===== config.mk =====
export PLATFORM = sky130hd
export DESIGN_NAME = priority_schedule_wait_times_top
export DESIGN_NICKNAME = d
export VERILOG_FILES = /design/src/design/psw_pkg.sv /design/src/design/priority_schedule_wait_times_top.sv /design/src/design/psw_div.sv
export VERILOG_INCLUDE_DIRS = /design/src /design/src/design
export SDC_FILE = /design/constraint.sdc
export NUM_CORES = 2
export LEC_CHECK = 0
export BUFFER_PORTS_ARGS = -buffer_cell sky130_fd_sc_hd__buf_2
export CELL_PAD_IN_SITES_DETAIL_PLACEMENT = 0
export CELL_PAD_IN_SITES_GLOBAL_PLACEMENT = 1
export CORE_MARGIN = 2
export CORE_UTILIZATION = 45
export DETAILED_ROUTE_END_ITERATION = 16
export PLACE_DENSITY_LB_ADDON = 0.1
export SKIP_LAST_GASP = 1
export SLEW_MARGIN = 10
export SYNTH_ARGS = -nofsm -noshare
export SYNTH_HDL_FRONTEND = slang
export SYNTH_SLANG_ARGS = --single-unit

===== constraint.sdc =====
create_clock -name clk -period 6.5 [get_ports clk]
set_input_delay 1.3 -clock clk [delete_from_list [all_inputs] [get_ports clk]]
set_output_delay 1.3 -clock clk [all_outputs]
set_load 0.01 [all_outputs]

===== src/design/priority_schedule_wait_times_top_macros.svh =====
// assertion macros for the priority schedule block
// clk and rst_n are taken from the module that uses them
`ifndef PRIORITY_SCHEDULE_WAIT_TIMES_TOP_MACROS_SVH
`define PRIORITY_SCHEDULE_WAIT_TIMES_TOP_MACROS_SVH

`ifndef SYNTHESIS

// same-cycle implication
`define PSW_ASSERT_IMP(name, ante, cons) \
    name: assert property (@(posedge clk) disable iff (!rst_n) (ante) |-> (cons)) \
        else $error("psw assertion failed");

// next-cycle implication
`define PSW_ASSERT_NXT(name, ante, cons) \
    name: assert property (@(posedge clk) disable iff (!rst_n) (ante) |=> (cons)) \
        else $error("psw assertion failed");

`else

`define PSW_ASSERT_IMP(name, ante, cons)
`define PSW_ASSERT_NXT(name, ante, cons)

`endif

`endif


===== src/design/psw_pkg.sv =====
`timescale 1ns / 1ps

package psw_pkg;

    localparam int MAX_JOBS_DEF = 32;

    localparam int BURST_W = 16;
    localparam int PRIO_W  = 8;
    localparam int NUM_W   = 6;
    localparam int TIME_W  = 21;
    localparam int AVG_W   = 29;
    localparam int FRAC_W  = 8;

    // widths at the default job count
    localparam int CNT_W_DEF  = $clog2(MAX_JOBS_DEF + 1);
    localparam int SUM_W_DEF  = BURST_W + 2 * CNT_W_DEF;
    localparam int DIVD_W_DEF = SUM_W_DEF + FRAC_W;

    typedef struct packed {
        logic [BURST_W-1:0] burst_time;
        logic [PRIO_W-1:0]  priority_req;
        logic               last;
    } psw_in_t;

    typedef struct packed {
        logic [NUM_W-1:0]   job_number;
        logic [BURST_W-1:0] burst_echo;
        logic [PRIO_W-1:0]  priority_echo;
        logic [TIME_W-1:0]  wait_time;
        logic [TIME_W-1:0]  turnaround_time;
        logic [AVG_W-1:0]   avg_wait_q8;
        logic [AVG_W-1:0]   avg_turnaround_q8;
        logic               final_res;
    } psw_out_t;

    typedef struct packed {
        logic [NUM_W-1:0]   num;
        logic [BURST_W-1:0] burst;
        logic [PRIO_W-1:0]  prio;
    } psw_entry_t;

    typedef enum logic [3:0] {
        S_IDLE,
        S_SORT_RI,
        S_SORT_LI,
        S_SORT_RJ,
        S_SORT_CJ,
        S_SORT_WI,
        S_EMIT_RD,
        S_EMIT_OUT,
        S_DIV_WS,
        S_DIV_WW,
        S_DIV_TS,
        S_DIV_TW,
        S_FINAL
    } psw_state_t;

endpackage


===== src/design/priority_schedule_wait_times_top.sv =====
`timescale 1ns / 1ps
// channel   ports                   handshake
// job in    job (psw_in_t)          taken when start is high and busy is low
// result    result (psw_out_t)      valid for one cycle while result_strobe is high
//
// jobs load one per cycle while idle; busy stays low while jobs are collected
// after the last job, the held jobs are sorted by priority in the job memory,
// then both averages pass through the bit-serial divider
// results leave one at a time from the emit steps, the final one after both averages are divided
// reset clears the job count and the sequencer; the job memory is not cleared
// the receiver cannot stall, so results are never held back
`include "priority_schedule_wait_times_top_macros.svh"

module priority_schedule_wait_times_top
    import psw_pkg::*;
#(
    parameter int MAX_JOBS = MAX_JOBS_DEF
)(
    input  logic     clk,
    input  logic     rst_n,
    input  logic     start,
    input  psw_in_t  job,
    output logic     busy,
    output psw_out_t result,
    output logic     result_strobe
);

    localparam int CNT_W  = $clog2(MAX_JOBS + 1);
    localparam int IDX_W  = (MAX_JOBS > 1) ? $clog2(MAX_JOBS) : 1;
    localparam int WAIT_W = BURST_W + CNT_W;
    localparam int SUM_W  = BURST_W + 2 * CNT_W;
    localparam int DIVD_W = SUM_W + FRAC_W;

    // job memory, one read and one write port, read data registered
    psw_entry_t mem [MAX_JOBS];

    psw_state_t state_reg, state_next;

    logic [CNT_W-1:0]  job_count_reg, job_count_next;
    logic [CNT_W-1:0]  i_reg, i_next;
    logic [CNT_W-1:0]  j_reg, j_next;
    logic [CNT_W-1:0]  k_reg, k_next;
    psw_entry_t        cur_reg, cur_next;
    psw_entry_t        rdata_reg;
    logic [WAIT_W-1:0] wait_reg, wait_next;
    logic [SUM_W-1:0]  sum_wait_reg, sum_wait_next;
    logic [SUM_W-1:0]  sum_tat_reg, sum_tat_next;
    logic [AVG_W-1:0]  avg_wait_reg, avg_wait_next;
    logic [AVG_W-1:0]  avg_tat_reg, avg_tat_next;
    psw_out_t          result_reg, result_next;
    logic              strobe_reg, strobe_next;

    // control decoded from the sequencer
    logic              accept;
    logic              store_ok;
    logic [CNT_W-1:0]  count_after;
    logic [CNT_W-1:0]  last_idx;
    logic [WAIT_W-1:0] tat_emit;
    logic [WAIT_W-1:0] tat_last;
    logic              wr_en;
    logic [IDX_W-1:0]  wr_addr;
    psw_entry_t        wr_data;
    logic [IDX_W-1:0]  rd_addr;
    logic              div_start;
    logic [DIVD_W-1:0] div_dividend;
    logic              div_done;
    logic [DIVD_W-1:0] div_quotient;

    assign accept      = start && (state_reg == S_IDLE);
    assign store_ok    = (job_count_reg < CNT_W'(MAX_JOBS));
    assign count_after = job_count_reg + CNT_W'(store_ok);
    assign last_idx    = job_count_reg - 1'b1;
    assign tat_emit    = wait_reg + WAIT_W'(rdata_reg.burst);
    assign tat_last    = wait_reg + WAIT_W'(cur_reg.burst);

    // next state
    always_comb
    begin
        state_next = state_reg;
        unique case (state_reg)
            S_IDLE:
            begin
                if (accept && job.last)
                begin
                    // a single job needs no sort
                    if (count_after > CNT_W'(1))
                        state_next = S_SORT_RI;
                    else
                        state_next = S_EMIT_RD;
                end
            end
            S_SORT_RI: state_next = S_SORT_LI;
            S_SORT_LI: state_next = S_SORT_RJ;
            S_SORT_RJ: state_next = S_SORT_CJ;
            S_SORT_CJ:
            begin
                if (j_reg == last_idx)
                    state_next = S_SORT_WI;
                else
                    state_next = S_SORT_RJ;
            end
            S_SORT_WI:
            begin
                if (CNT_W'(i_reg + 1'b1) == last_idx)
                    state_next = S_EMIT_RD;
                else
                    state_next = S_SORT_RI;
            end
            S_EMIT_RD: state_next = S_EMIT_OUT;
            S_EMIT_OUT:
            begin
                if (k_reg == last_idx)
                    state_next = S_DIV_WS;
                else
                    state_next = S_EMIT_RD;
            end
            S_DIV_WS: state_next = S_DIV_WW;
            S_DIV_WW:
            begin
                if (div_done)
                    state_next = S_DIV_TS;
            end
            S_DIV_TS: state_next = S_DIV_TW;
            S_DIV_TW:
            begin
                if (div_done)
                    state_next = S_FINAL;
            end
            S_FINAL:   state_next = S_IDLE;
            default:   state_next = S_IDLE;
        endcase
    end

    // datapath and outputs
    always_comb
    begin
        job_count_next = job_count_reg;
        i_next         = i_reg;
        j_next         = j_reg;
        k_next         = k_reg;
        cur_next       = cur_reg;
        wait_next      = wait_reg;
        sum_wait_next  = sum_wait_reg;
        sum_tat_next   = sum_tat_reg;
        avg_wait_next  = avg_wait_reg;
        avg_tat_next   = avg_tat_reg;
        result_next    = result_reg;
        strobe_next    = 1'b0;
        wr_en          = 1'b0;
        wr_addr        = '0;
        wr_data        = cur_reg;
        rd_addr        = '0;
        div_start      = 1'b0;
        div_dividend   = {sum_wait_reg, {FRAC_W{1'b0}}};

        unique case (state_reg)
            S_IDLE:
            begin
                if (accept)
                begin
                    // a full store drops the job but still honors last
                    if (store_ok)
                    begin
                        wr_en         = 1'b1;
                        wr_addr       = job_count_reg[IDX_W-1:0];
                        wr_data.num   = NUM_W'(job_count_reg + 1'b1);
                        wr_data.burst = job.burst_time;
                        wr_data.prio  = job.priority_req;
                    end
                    job_count_next = count_after;
                    i_next         = '0;
                    k_next         = '0;
                    wait_next      = '0;
                    sum_wait_next  = '0;
                    sum_tat_next   = '0;
                end
            end
            S_SORT_RI:
            begin
                rd_addr = i_reg[IDX_W-1:0];
            end
            S_SORT_LI:
            begin
                // cur holds whatever currently sits at position i
                cur_next = rdata_reg;
                j_next   = i_reg + 1'b1;
            end
            S_SORT_RJ:
            begin
                rd_addr = j_reg[IDX_W-1:0];
            end
            S_SORT_CJ:
            begin
                // strictly smaller priority at j swaps with position i
                if (cur_reg.prio > rdata_reg.prio)
                begin
                    wr_en    = 1'b1;
                    wr_addr  = j_reg[IDX_W-1:0];
                    wr_data  = cur_reg;
                    cur_next = rdata_reg;
                end
                j_next = j_reg + 1'b1;
            end
            S_SORT_WI:
            begin
                wr_en   = 1'b1;
                wr_addr = i_reg[IDX_W-1:0];
                wr_data = cur_reg;
                i_next  = i_reg + 1'b1;
            end
            S_EMIT_RD:
            begin
                rd_addr = k_reg[IDX_W-1:0];
            end
            S_EMIT_OUT:
            begin
                sum_wait_next = sum_wait_reg + SUM_W'(wait_reg);
                sum_tat_next  = sum_tat_reg + SUM_W'(tat_emit);
                if (k_reg == last_idx)
                begin
                    // final job waits for the averages
                    cur_next = rdata_reg;
                end
                else
                begin
                    result_next.job_number        = rdata_reg.num;
                    result_next.burst_echo        = rdata_reg.burst;
                    result_next.priority_echo     = rdata_reg.prio;
                    result_next.wait_time         = TIME_W'(wait_reg);
                    result_next.turnaround_time   = TIME_W'(tat_emit);
                    result_next.avg_wait_q8       = '0;
                    result_next.avg_turnaround_q8 = '0;
                    result_next.final_res         = 1'b0;
                    strobe_next                   = 1'b1;
                    wait_next                     = tat_emit;
                    k_next                        = k_reg + 1'b1;
                end
            end
            S_DIV_WS:
            begin
                div_start    = 1'b1;
                div_dividend = {sum_wait_reg, {FRAC_W{1'b0}}};
            end
            S_DIV_WW:
            begin
                if (div_done)
                    avg_wait_next = AVG_W'(div_quotient);
            end
            S_DIV_TS:
            begin
                div_start    = 1'b1;
                div_dividend = {sum_tat_reg, {FRAC_W{1'b0}}};
            end
            S_DIV_TW:
            begin
                if (div_done)
                    avg_tat_next = AVG_W'(div_quotient);
            end
            S_FINAL:
            begin
                result_next.job_number        = cur_reg.num;
                result_next.burst_echo        = cur_reg.burst;
                result_next.priority_echo     = cur_reg.prio;
                result_next.wait_time         = TIME_W'(wait_reg);
                result_next.turnaround_time   = TIME_W'(tat_last);
                result_next.avg_wait_q8       = avg_wait_reg;
                result_next.avg_turnaround_q8 = avg_tat_reg;
                result_next.final_res         = 1'b1;
                strobe_next                   = 1'b1;
                job_count_next                = '0;
            end
            default:
            begin
            end
        endcase
    end

    // shared divider for both averages, divisor is the job count
    psw_div #(
        .DIVIDEND_W (DIVD_W),
        .DIVISOR_W  (CNT_W)
    ) u_div (
        .clk      (clk),
        .rst_n    (rst_n),
        .start    (div_start),
        .dividend (div_dividend),
        .divisor  (job_count_reg),
        .done     (div_done),
        .quotient (div_quotient)
    );

    always_ff @(posedge clk)
    begin
        if (wr_en)
            mem[wr_addr] <= wr_data;
        rdata_reg <= mem[rd_addr];
    end

    always_ff @(posedge clk or negedge rst_n)
    begin
        if (!rst_n)
        begin
            state_reg     <= S_IDLE;
            job_count_reg <= '0;
            i_reg         <= '0;
            j_reg         <= '0;
            k_reg         <= '0;
            strobe_reg    <= 1'b0;
        end
        else
        begin
            state_reg     <= state_next;
            job_count_reg <= job_count_next;
            i_reg         <= i_next;
            j_reg         <= j_next;
            k_reg         <= k_next;
            strobe_reg    <= strobe_next;
        end
    end

    // payload registers
    always_ff @(posedge clk)
    begin
        cur_reg      <= cur_next;
        wait_reg     <= wait_next;
        sum_wait_reg <= sum_wait_next;
        sum_tat_reg  <= sum_tat_next;
        avg_wait_reg <= avg_wait_next;
        avg_tat_reg  <= avg_tat_next;
        result_reg   <= result_next;
    end

    assign busy          = (state_reg != S_IDLE);
    assign result        = result_reg;
    assign result_strobe = strobe_reg;

    // a result only comes from the emit step or the final step
    `PSW_ASSERT_NXT(a_strobe_src, state_reg != S_EMIT_OUT && state_reg != S_FINAL, !result_strobe)
    // the final result leaves the store empty for the next set
    `PSW_ASSERT_IMP(a_final_clears, result_strobe && result.final_res, job_count_reg == '0)
    // the emit index never runs past the held jobs
    `PSW_ASSERT_IMP(a_emit_index, state_reg == S_EMIT_OUT, k_reg < job_count_reg)
    // a divider start is always followed by waiting for it
    `PSW_ASSERT_NXT(a_div_wait, div_start, state_reg == S_DIV_WW || state_reg == S_DIV_TW)

endmodule


===== src/design/psw_div.sv =====
`timescale 1ns / 1ps

// restoring divider, one quotient bit per cycle
module psw_div
    import psw_pkg::*;
#(
    parameter int DIVIDEND_W = DIVD_W_DEF,
    parameter int DIVISOR_W  = CNT_W_DEF
)(
    input  logic                  clk,
    input  logic                  rst_n,
    input  logic                  start,
    input  logic [DIVIDEND_W-1:0] dividend,
    input  logic [DIVISOR_W-1:0]  divisor,
    output logic                  done,
    output logic [DIVIDEND_W-1:0] quotient
);

    localparam int STEP_W = $clog2(DIVIDEND_W + 1);

    logic [DIVISOR_W-1:0]  rem_reg, rem_next;
    logic [DIVIDEND_W-1:0] quot_reg, quot_next;
    logic [STEP_W-1:0]     step_reg, step_next;
    logic                  run_reg, run_next;
    logic                  done_reg, done_next;
    logic [DIVISOR_W:0]    trial;
    logic [DIVISOR_W:0]    diff;
    logic                  fits;

    always_comb
    begin
        trial = {rem_reg, quot_reg[DIVIDEND_W-1]};
        diff  = trial - {1'b0, divisor};
        fits  = (trial >= {1'b0, divisor});
    end

    always_comb
    begin
        rem_next  = rem_reg;
        quot_next = quot_reg;
        step_next = step_reg;
        run_next  = run_reg;
        done_next = 1'b0;
        if (start)
        begin
            rem_next  = '0;
            quot_next = dividend;
            step_next = STEP_W'(DIVIDEND_W);
            run_next  = 1'b1;
        end
        else if (run_reg)
        begin
            rem_next  = fits ? diff[DIVISOR_W-1:0] : trial[DIVISOR_W-1:0];
            quot_next = {quot_reg[DIVIDEND_W-2:0], fits};
            step_next = step_reg - 1'b1;
            if (step_reg == STEP_W'(1))
            begin
                run_next  = 1'b0;
                done_next = 1'b1;
            end
        end
    end

    always_ff @(posedge clk or negedge rst_n)
    begin
        if (!rst_n)
        begin
            run_reg  <= 1'b0;
            done_reg <= 1'b0;
            step_reg <= '0;
        end
        else
        begin
            run_reg  <= run_next;
            done_reg <= done_next;
            step_reg <= step_next;
        end
    end

    always_ff @(posedge clk)
    begin
        rem_reg  <= rem_next;
        quot_reg <= quot_next;
    end

    assign done     = done_reg;
    assign quotient = quot_reg;

endmodule

# --- Yosys cells after proc, flatten, opt, wreduce, memory -nomap -nowiden ---
# Memory sizes are Yosys's and may differ from the RTL's. A register that Yosys moved wholly into a read port is not among the register bits.
# Cells that the tools add are included.
op_classes:
  mux: 55
  reduce_logical: 21
  add_sub_neg: 12
  n_eq_ne: 23
  n_lt_le_gt_ge: 4
ops:
  columns: ["cell", "n"]
  rows:
  - ["131-bit case mux with 2 select lines", 1]
  - ["30-bit two-way mux", 5]
  - ["131-bit two-way mux", 1]
  - ["28-bit case mux with 2 select lines", 2]
  - ["36-bit two-way mux", 3]
  - ["30-bit case mux with 3 select lines", 1]
  - ["28-bit by 22-bit adder with 28-bit output", 2]
  - ["4-bit case mux with 12 select lines", 1]
  - ["6-bit case mux with 2 select lines", 4]
  - ["22-bit two-way mux", 2]
  - ["22-bit case mux with 2 select lines", 1]
  - ["6-bit two-way mux", 6]
  - ["5-bit case mux with 3 select lines", 2]
  - ["28-bit two-way mux", 1]
  - ["6-bit by 1-bit adder with 6-bit output (second input constant)", 4]
  - ["22-bit by 16-bit adder with 22-bit output", 1]
  - ["21-bit by 16-bit adder with 21-bit output", 1]
  - ["4-bit == test (second input constant)", 5]
  - ["6-bit == test", 3]
  - ["4-bit by 3-bit == test with 1-bit output (second input constant)", 4]
  - ["4-bit two-way mux", 4]
  - ["5-bit two-way mux", 3]
  - ["1-bit two-way mux", 13]
  - ["2-bit AND reduction", 6]
  - ["22 further kinds", 39]
totals:
  ff_bits: 376
  mem_bits_rw: 960
  out_inout_bits: 133
  elab_cells: 143
  memories: 1
memory_table:
  columns: ["memory", "words", "width", "read_ports", "rd_ports_with_merged_regs", "write_ports", "line", "source"]
  rows:
  - ["mem", 32, 30, 1, 1, 1, "priority_schedule_wait_times_top.sv:35", "psw_entry_t mem [MAX_JOBS];"]

# --- Logic depth before layout (Yosys ltp) ---
logic_depth:
  depth_word: 6
  mapped_depth: 20
  mapped_depth_nobuf: 19

# --- Hierarchy ---
# A second synthesis with hierarchy kept.
unflattened:
  cells_unflattened: 3480
  area_unflattened_um2: 57296.2
modules_own_cells:
  columns: ["module", "area_each_um2", "n_inst", "seq_area_each_um2", "cells_each"]
  rows:
  - ["priority_schedule_wait_times_top", 54817.6, 1, 39072.5, 3294]
  - ["psw_div", 2478.6, 1, 1401.3, 186]

# --- Worst setup path before layout ---
# Ideal clock, no wire load.
synth_path:
  kind: "register to register"
  startpoint: "register job_count_reg[0]"
  endpoint: "register result_reg (netlist bit result[0]) (enable)"
  synth_period_minus_slack_ns: 5.072
  n_path_buf: 1
  path_slack_ns: 1.428
  stages_incl_launch_ff: 10
  required_ns: 5.363
  arrival_ns: 3.935
  path_cell_list: "dfrtp_1 > buf_2 > inv_1 > ha_1 > nor3b_1 > xnor2_1 > xor2_1 > nand4_1 > nand2_1 > nand2_1"
synth_between:
  elab_chain_cells: 4
synth_lines:
  columns: ["item", "line", "source"]
  rows:
  - ["start, declared", "priority_schedule_wait_times_top.sv:39", "logic [CNT_W-1:0] job_count_reg, job_count_next;"]
  - ["start signal, assigned", "priority_schedule_wait_times_top.sv:313", "job_count_reg <= job_count_next;"]
  - ["6-bit by 1-bit subtractor with 6-bit output", "priority_schedule_wait_times_top.sv:72", "assign last_idx = job_count_reg - 1'b1;"]
  - ["6-bit == test", "priority_schedule_wait_times_top.sv:219", "if (k_reg == last_idx)"]
  - ["2-bit != test (no source line)", null, null]
  - ["2-bit AND reduction (no source line)", null, null]
  - ["end signal, assigned", "priority_schedule_wait_times_top.sv:330", "result_reg <= result_next;"]
  - ["end, declared", "priority_schedule_wait_times_top.sv:50", "psw_out_t result_reg, result_next;"]
# No other way between the ends.
# A chain may end at the register's enable or synchronous reset.

# --- Worst setup path in the final report ---
layout_path:
  startpoint: "register wait_reg[0]"
  endpoint: "register sum_tat_reg[22] (data pin)"
layout_between:
  elab_chain_cells: 3
layout_lines:
  columns: ["item", "line", "source"]
  rows:
  - ["start, declared", "priority_schedule_wait_times_top.sv:45", "logic [WAIT_W-1:0] wait_reg, wait_next;"]
  - ["start signal, assigned", "priority_schedule_wait_times_top.sv:325", "wait_reg <= wait_next;"]
  - ["22-bit by 16-bit adder with 22-bit output", "priority_schedule_wait_times_top.sv:73", "assign tat_emit = wait_reg + WAIT_W'(rdata_reg.burst);"]
  - ["named net tat_emit[16]", "priority_schedule_wait_times_top.sv:58", "logic [WAIT_W-1:0] tat_emit;"]
  - ["28-bit by 22-bit adder with 28-bit output", "priority_schedule_wait_times_top.sv:218", "sum_tat_next = sum_tat_reg + SUM_W'(tat_emit);"]
  - ["28-bit case mux with 2 select lines", "priority_schedule_wait_times_top.sv:156", "unique case (state_reg)"]
  - ["end signal, assigned", "priority_schedule_wait_times_top.sv:327", "sum_tat_reg <= sum_tat_next;"]
  - ["end, declared", "priority_schedule_wait_times_top.sv:47", "logic [SUM_W-1:0] sum_tat_reg, sum_tat_next;"]
# The timed path passes the listed nets, and every way through them passes these cells.

==> results.yml <==
layout:
  fin_area_mm2: 0.06481
  syn_to_final_growth_pct: 13.72
  drive_gt1_share_pct: 19.79
  fin_cells: 5491
  largest_register_ffs: 960
  fin_nets: 3850
worst_setup_path:
  required_ns: 7.01
  crit_slowest_cell: "or4b_1"
  slowest_delay_ns: 0.59
  setup.worst_path.class: "register to register"
  critPathArrivalTime_ns: 5.73
  crit_chain: "ha_1 -> fa_1 -> a211oi_1 -> o211ai_1 -> a31oi_1 -> o21ai_0 -> a31oi_1 -> xnor2_1 -> ha_1 -> a21o_1 -> a2111oi_0 -> or4b_1 -> a41oi_2 -> xor2_1 -> nor2_1"
  startpoint_type: "register"
  cp-end-kind: "register"
  cp_max_fo: 5
drt:
  drt-vias-per-instance: 5.740
  dr.pass1.iters: 5
  routedWlPerCell_um: 25.81
  drt_iter0_drc: 2798
  vias: 31520
  drtAntennaViolNets: 0
  drc: 0
  wl_um: 141700
placed_design:
  gp_congestion: 0.8849
  port_buffers: 160
  pre_cts_ws_ns: 1.268
  place.detailed.hpwl_um: 90530
  postPlaceCellArea_mm2: 0.05996
  place_inst: 5217
clock_tree:
  max-clock-path-buffers: 3
  cts_setup_buffers: 0
  cts_hold_buf: 0
  clock_sinks: 1366
  clk_pin_slew_ns: 0.06
  post_cts_resized: 0
  cts_tree: "yes"
  clkLatencyLatePin_ns: 0.78
  root_buffer: "clkbuf_16"
  cts_buffers: 147
  htreeDepth: 4
global_route:
  grt_max_degree: 124
  grt.overflow.total: 0
  grt-busiest-layer: "met2"
  use_met3_pct: 3.624
  met2_usage_pct: 35.93
  grtUsageTotal_pct: 21.83
  grt_pass1_wl_um: 209500
  gr-usage-met1_pct: 30.03
  antenna_found_initial: 2
  grt_pass1_vias: 32230
power_and_ir_drop:
  vdd.ir_drop.worst_uv: 278.8
  power.density_mw_per_mm2: 275.2
  pwr-share-seq_pct: 53.2
  p_int_mw: 14.39
  power.switching_mw: 3.449
  p_comb_share_pct: 0.1
  switching_share_pct: 19.34
  p_leak_nw: 18.41
  clkPwrFrac_pct: 46.7
yosys:
  synth_area_leader_cell: "edfxtp_1"
  netlist_area_mm2: 0.05699
  ys_ff_latch: 1366
  yosysWarnings: 0
  ys.flop_type: "edfxtp_1"
  synth.most_common_cell: "edfxtp_1"
  ys_seq_area_share_pct: 71.02
  syn-instance-count: 3501
  synth_common_cells: "edfxtp_1, nand2_1, mux4_2"
  syn_avg_cell_area_um2: 16.28
  synth_top_area_share_pct: 68.13
  synth-edff-count: 1293
  synth-async-reset-ratio_pct: 2.709
  ys_types: 86
  synth_area_leaders: "edfxtp_1, mux4_2, nand2_1"
  syn_nets: 3634
sta:
  hold-worst-slack_ns: 0.4344
  fmax_mhz: 191.6
  hold_viol: 0
  final.setup.tns_ns: 0
  max_slew_margin_pct: 15.86
  rsz0062_at_grt: "false"
  fin_skew_ns: 0.02838
  finalCritPeriodShare_pct: 80.31
  fin_crit_ns: 5.220
  slew_violations: 0
  worst_slack_ns: 1.280
  finalSetupViolations: 0
  worst_pin_slew_ns: 1.262
die:
  die_w_um: 359.9
  pin_count: 161
  die_area_mm2: 0.1295
  coreArea_mm2: 0.1257
  rows: 130
  fp.dieH_um: 359.9
  start_util_pct: 45.33
outcome:
  status: "finished, final reports clean"
job:
  max_cap_violations: 0
hold_path:
  hp-class: "register to register"
## placed cells by master, fill, tap and decap left out, types with 21 or more instances in the layout
cell and n:
a211oi_1 27, a21o_1 44, a21oi_1 146, a221o_1 21, a221oi_1 25, and2_1 93, buf_2 160, buf_4 56
clkbuf_1 28, clkbuf_16 152, clkinv_1 33, clkinv_2 28, dfrtp_1 36, dfxtp_1 36, edfxtp_1 1293, ha_1 100
inv_1 60, mux2_2 29, mux2i_1 74, mux4_2 210, nand2_1 381, nand3_1 64, nor2_1 137, nor3_1 27
o21ai_0 145, xnor2_1 57, xor2_1 44
## metal layers
layer	part of all wire, %	vias to the layer above
met5	0	-
met4	2.4	0
met3	5.5	205
met2	49	947
met1	44	16310
li1	-	14050
## final timing paths
| path | slack (ns) | from | end | cells past startpoint |
|---|---|---|---|---|
| hold reg to reg | 0.43 | rdata_reg[7]$_DFF_P_ | cur_reg[7]$_DFFE_PP_ | 0 |
| setup reg to reg | 1.28 | wait_reg[0]$_SDFFCE_PN0P_ | sum_tat_reg[22]$_SDFFCE_PN0P_ | 15 |
| min in group asynchronous | 0.69 | rst_n | k_reg[0]$_DFFE_PN0P_ | 1 |
| max in group asynchronous | 5.14 | rst_n | state_reg[1]$_DFFE_PN0P_ | 1 |
| setup / recovery | 1.28 | wait_reg[0]$_SDFFCE_PN0P_ | sum_tat_reg[22]$_SDFFCE_PN0P_ | 15 |
| hold / removal | 0.43 | rdata_reg[7]$_DFF_P_ | cur_reg[7]$_DFFE_PP_ | 0 |
## power by group through the flow
stage / clock (mW) / combinational [mW] / sequential, mW
final: 8.34 / 0.0201 / 9.48
after global placement: 0 / 0.0207 / 9.67
after CTS: 8.51 / 0.0209 / 9.48
after detailed placement: 0 / 0.0208 / 9.67
after global routing: 8.85 / 0.0220 / 9.48
after floorplan: 0 / 0.000275 / 9.67
## critical path, delay by kind of cell, from the launching register on
family / cells / cell delay, ns
compound gates: 8 / 2.45
fa+ha+maj: 3 / 1.02
simple gates: 2 / 0.64
flops: 1 / 0.46
xor+xnor: 2 / 0.38
## metrics by stage
step,power [mW],util (%)
finish,17.84,51.55
global route,18.35,51.54
CTS,18.02,51.53
detailed placement,9.687,47.69
global placement,9.687,47.69
floorplan,9.667,-
## kinds of logic after synthesis
kind of cell / share of synthesized area, %
buffers and inverters: 1.831
AND/OR/NAND/NOR: 6.858
multiplexers: 10.17
XOR/XNOR: 1.649
adder cells (fa/ha/maj): 2.371
AO/OA/AOI/OAI: 6.103
flip-flops: 71.02
## final cells by class
class / instances / area (µm²)
inverter: 62 / 234.0
clock buffer: 184 / 3964
multi-input combinational: 1917 / 15850
sequential: 1366 / 40480
timing repair buffer: 223 / 1361
fill: 10280 / 60920
antenna: 1 / 2.502
tap: 1650 / 2064
clock inverter: 88 / 860.8
Note: power is estimated with default switching activity, not from simulation.
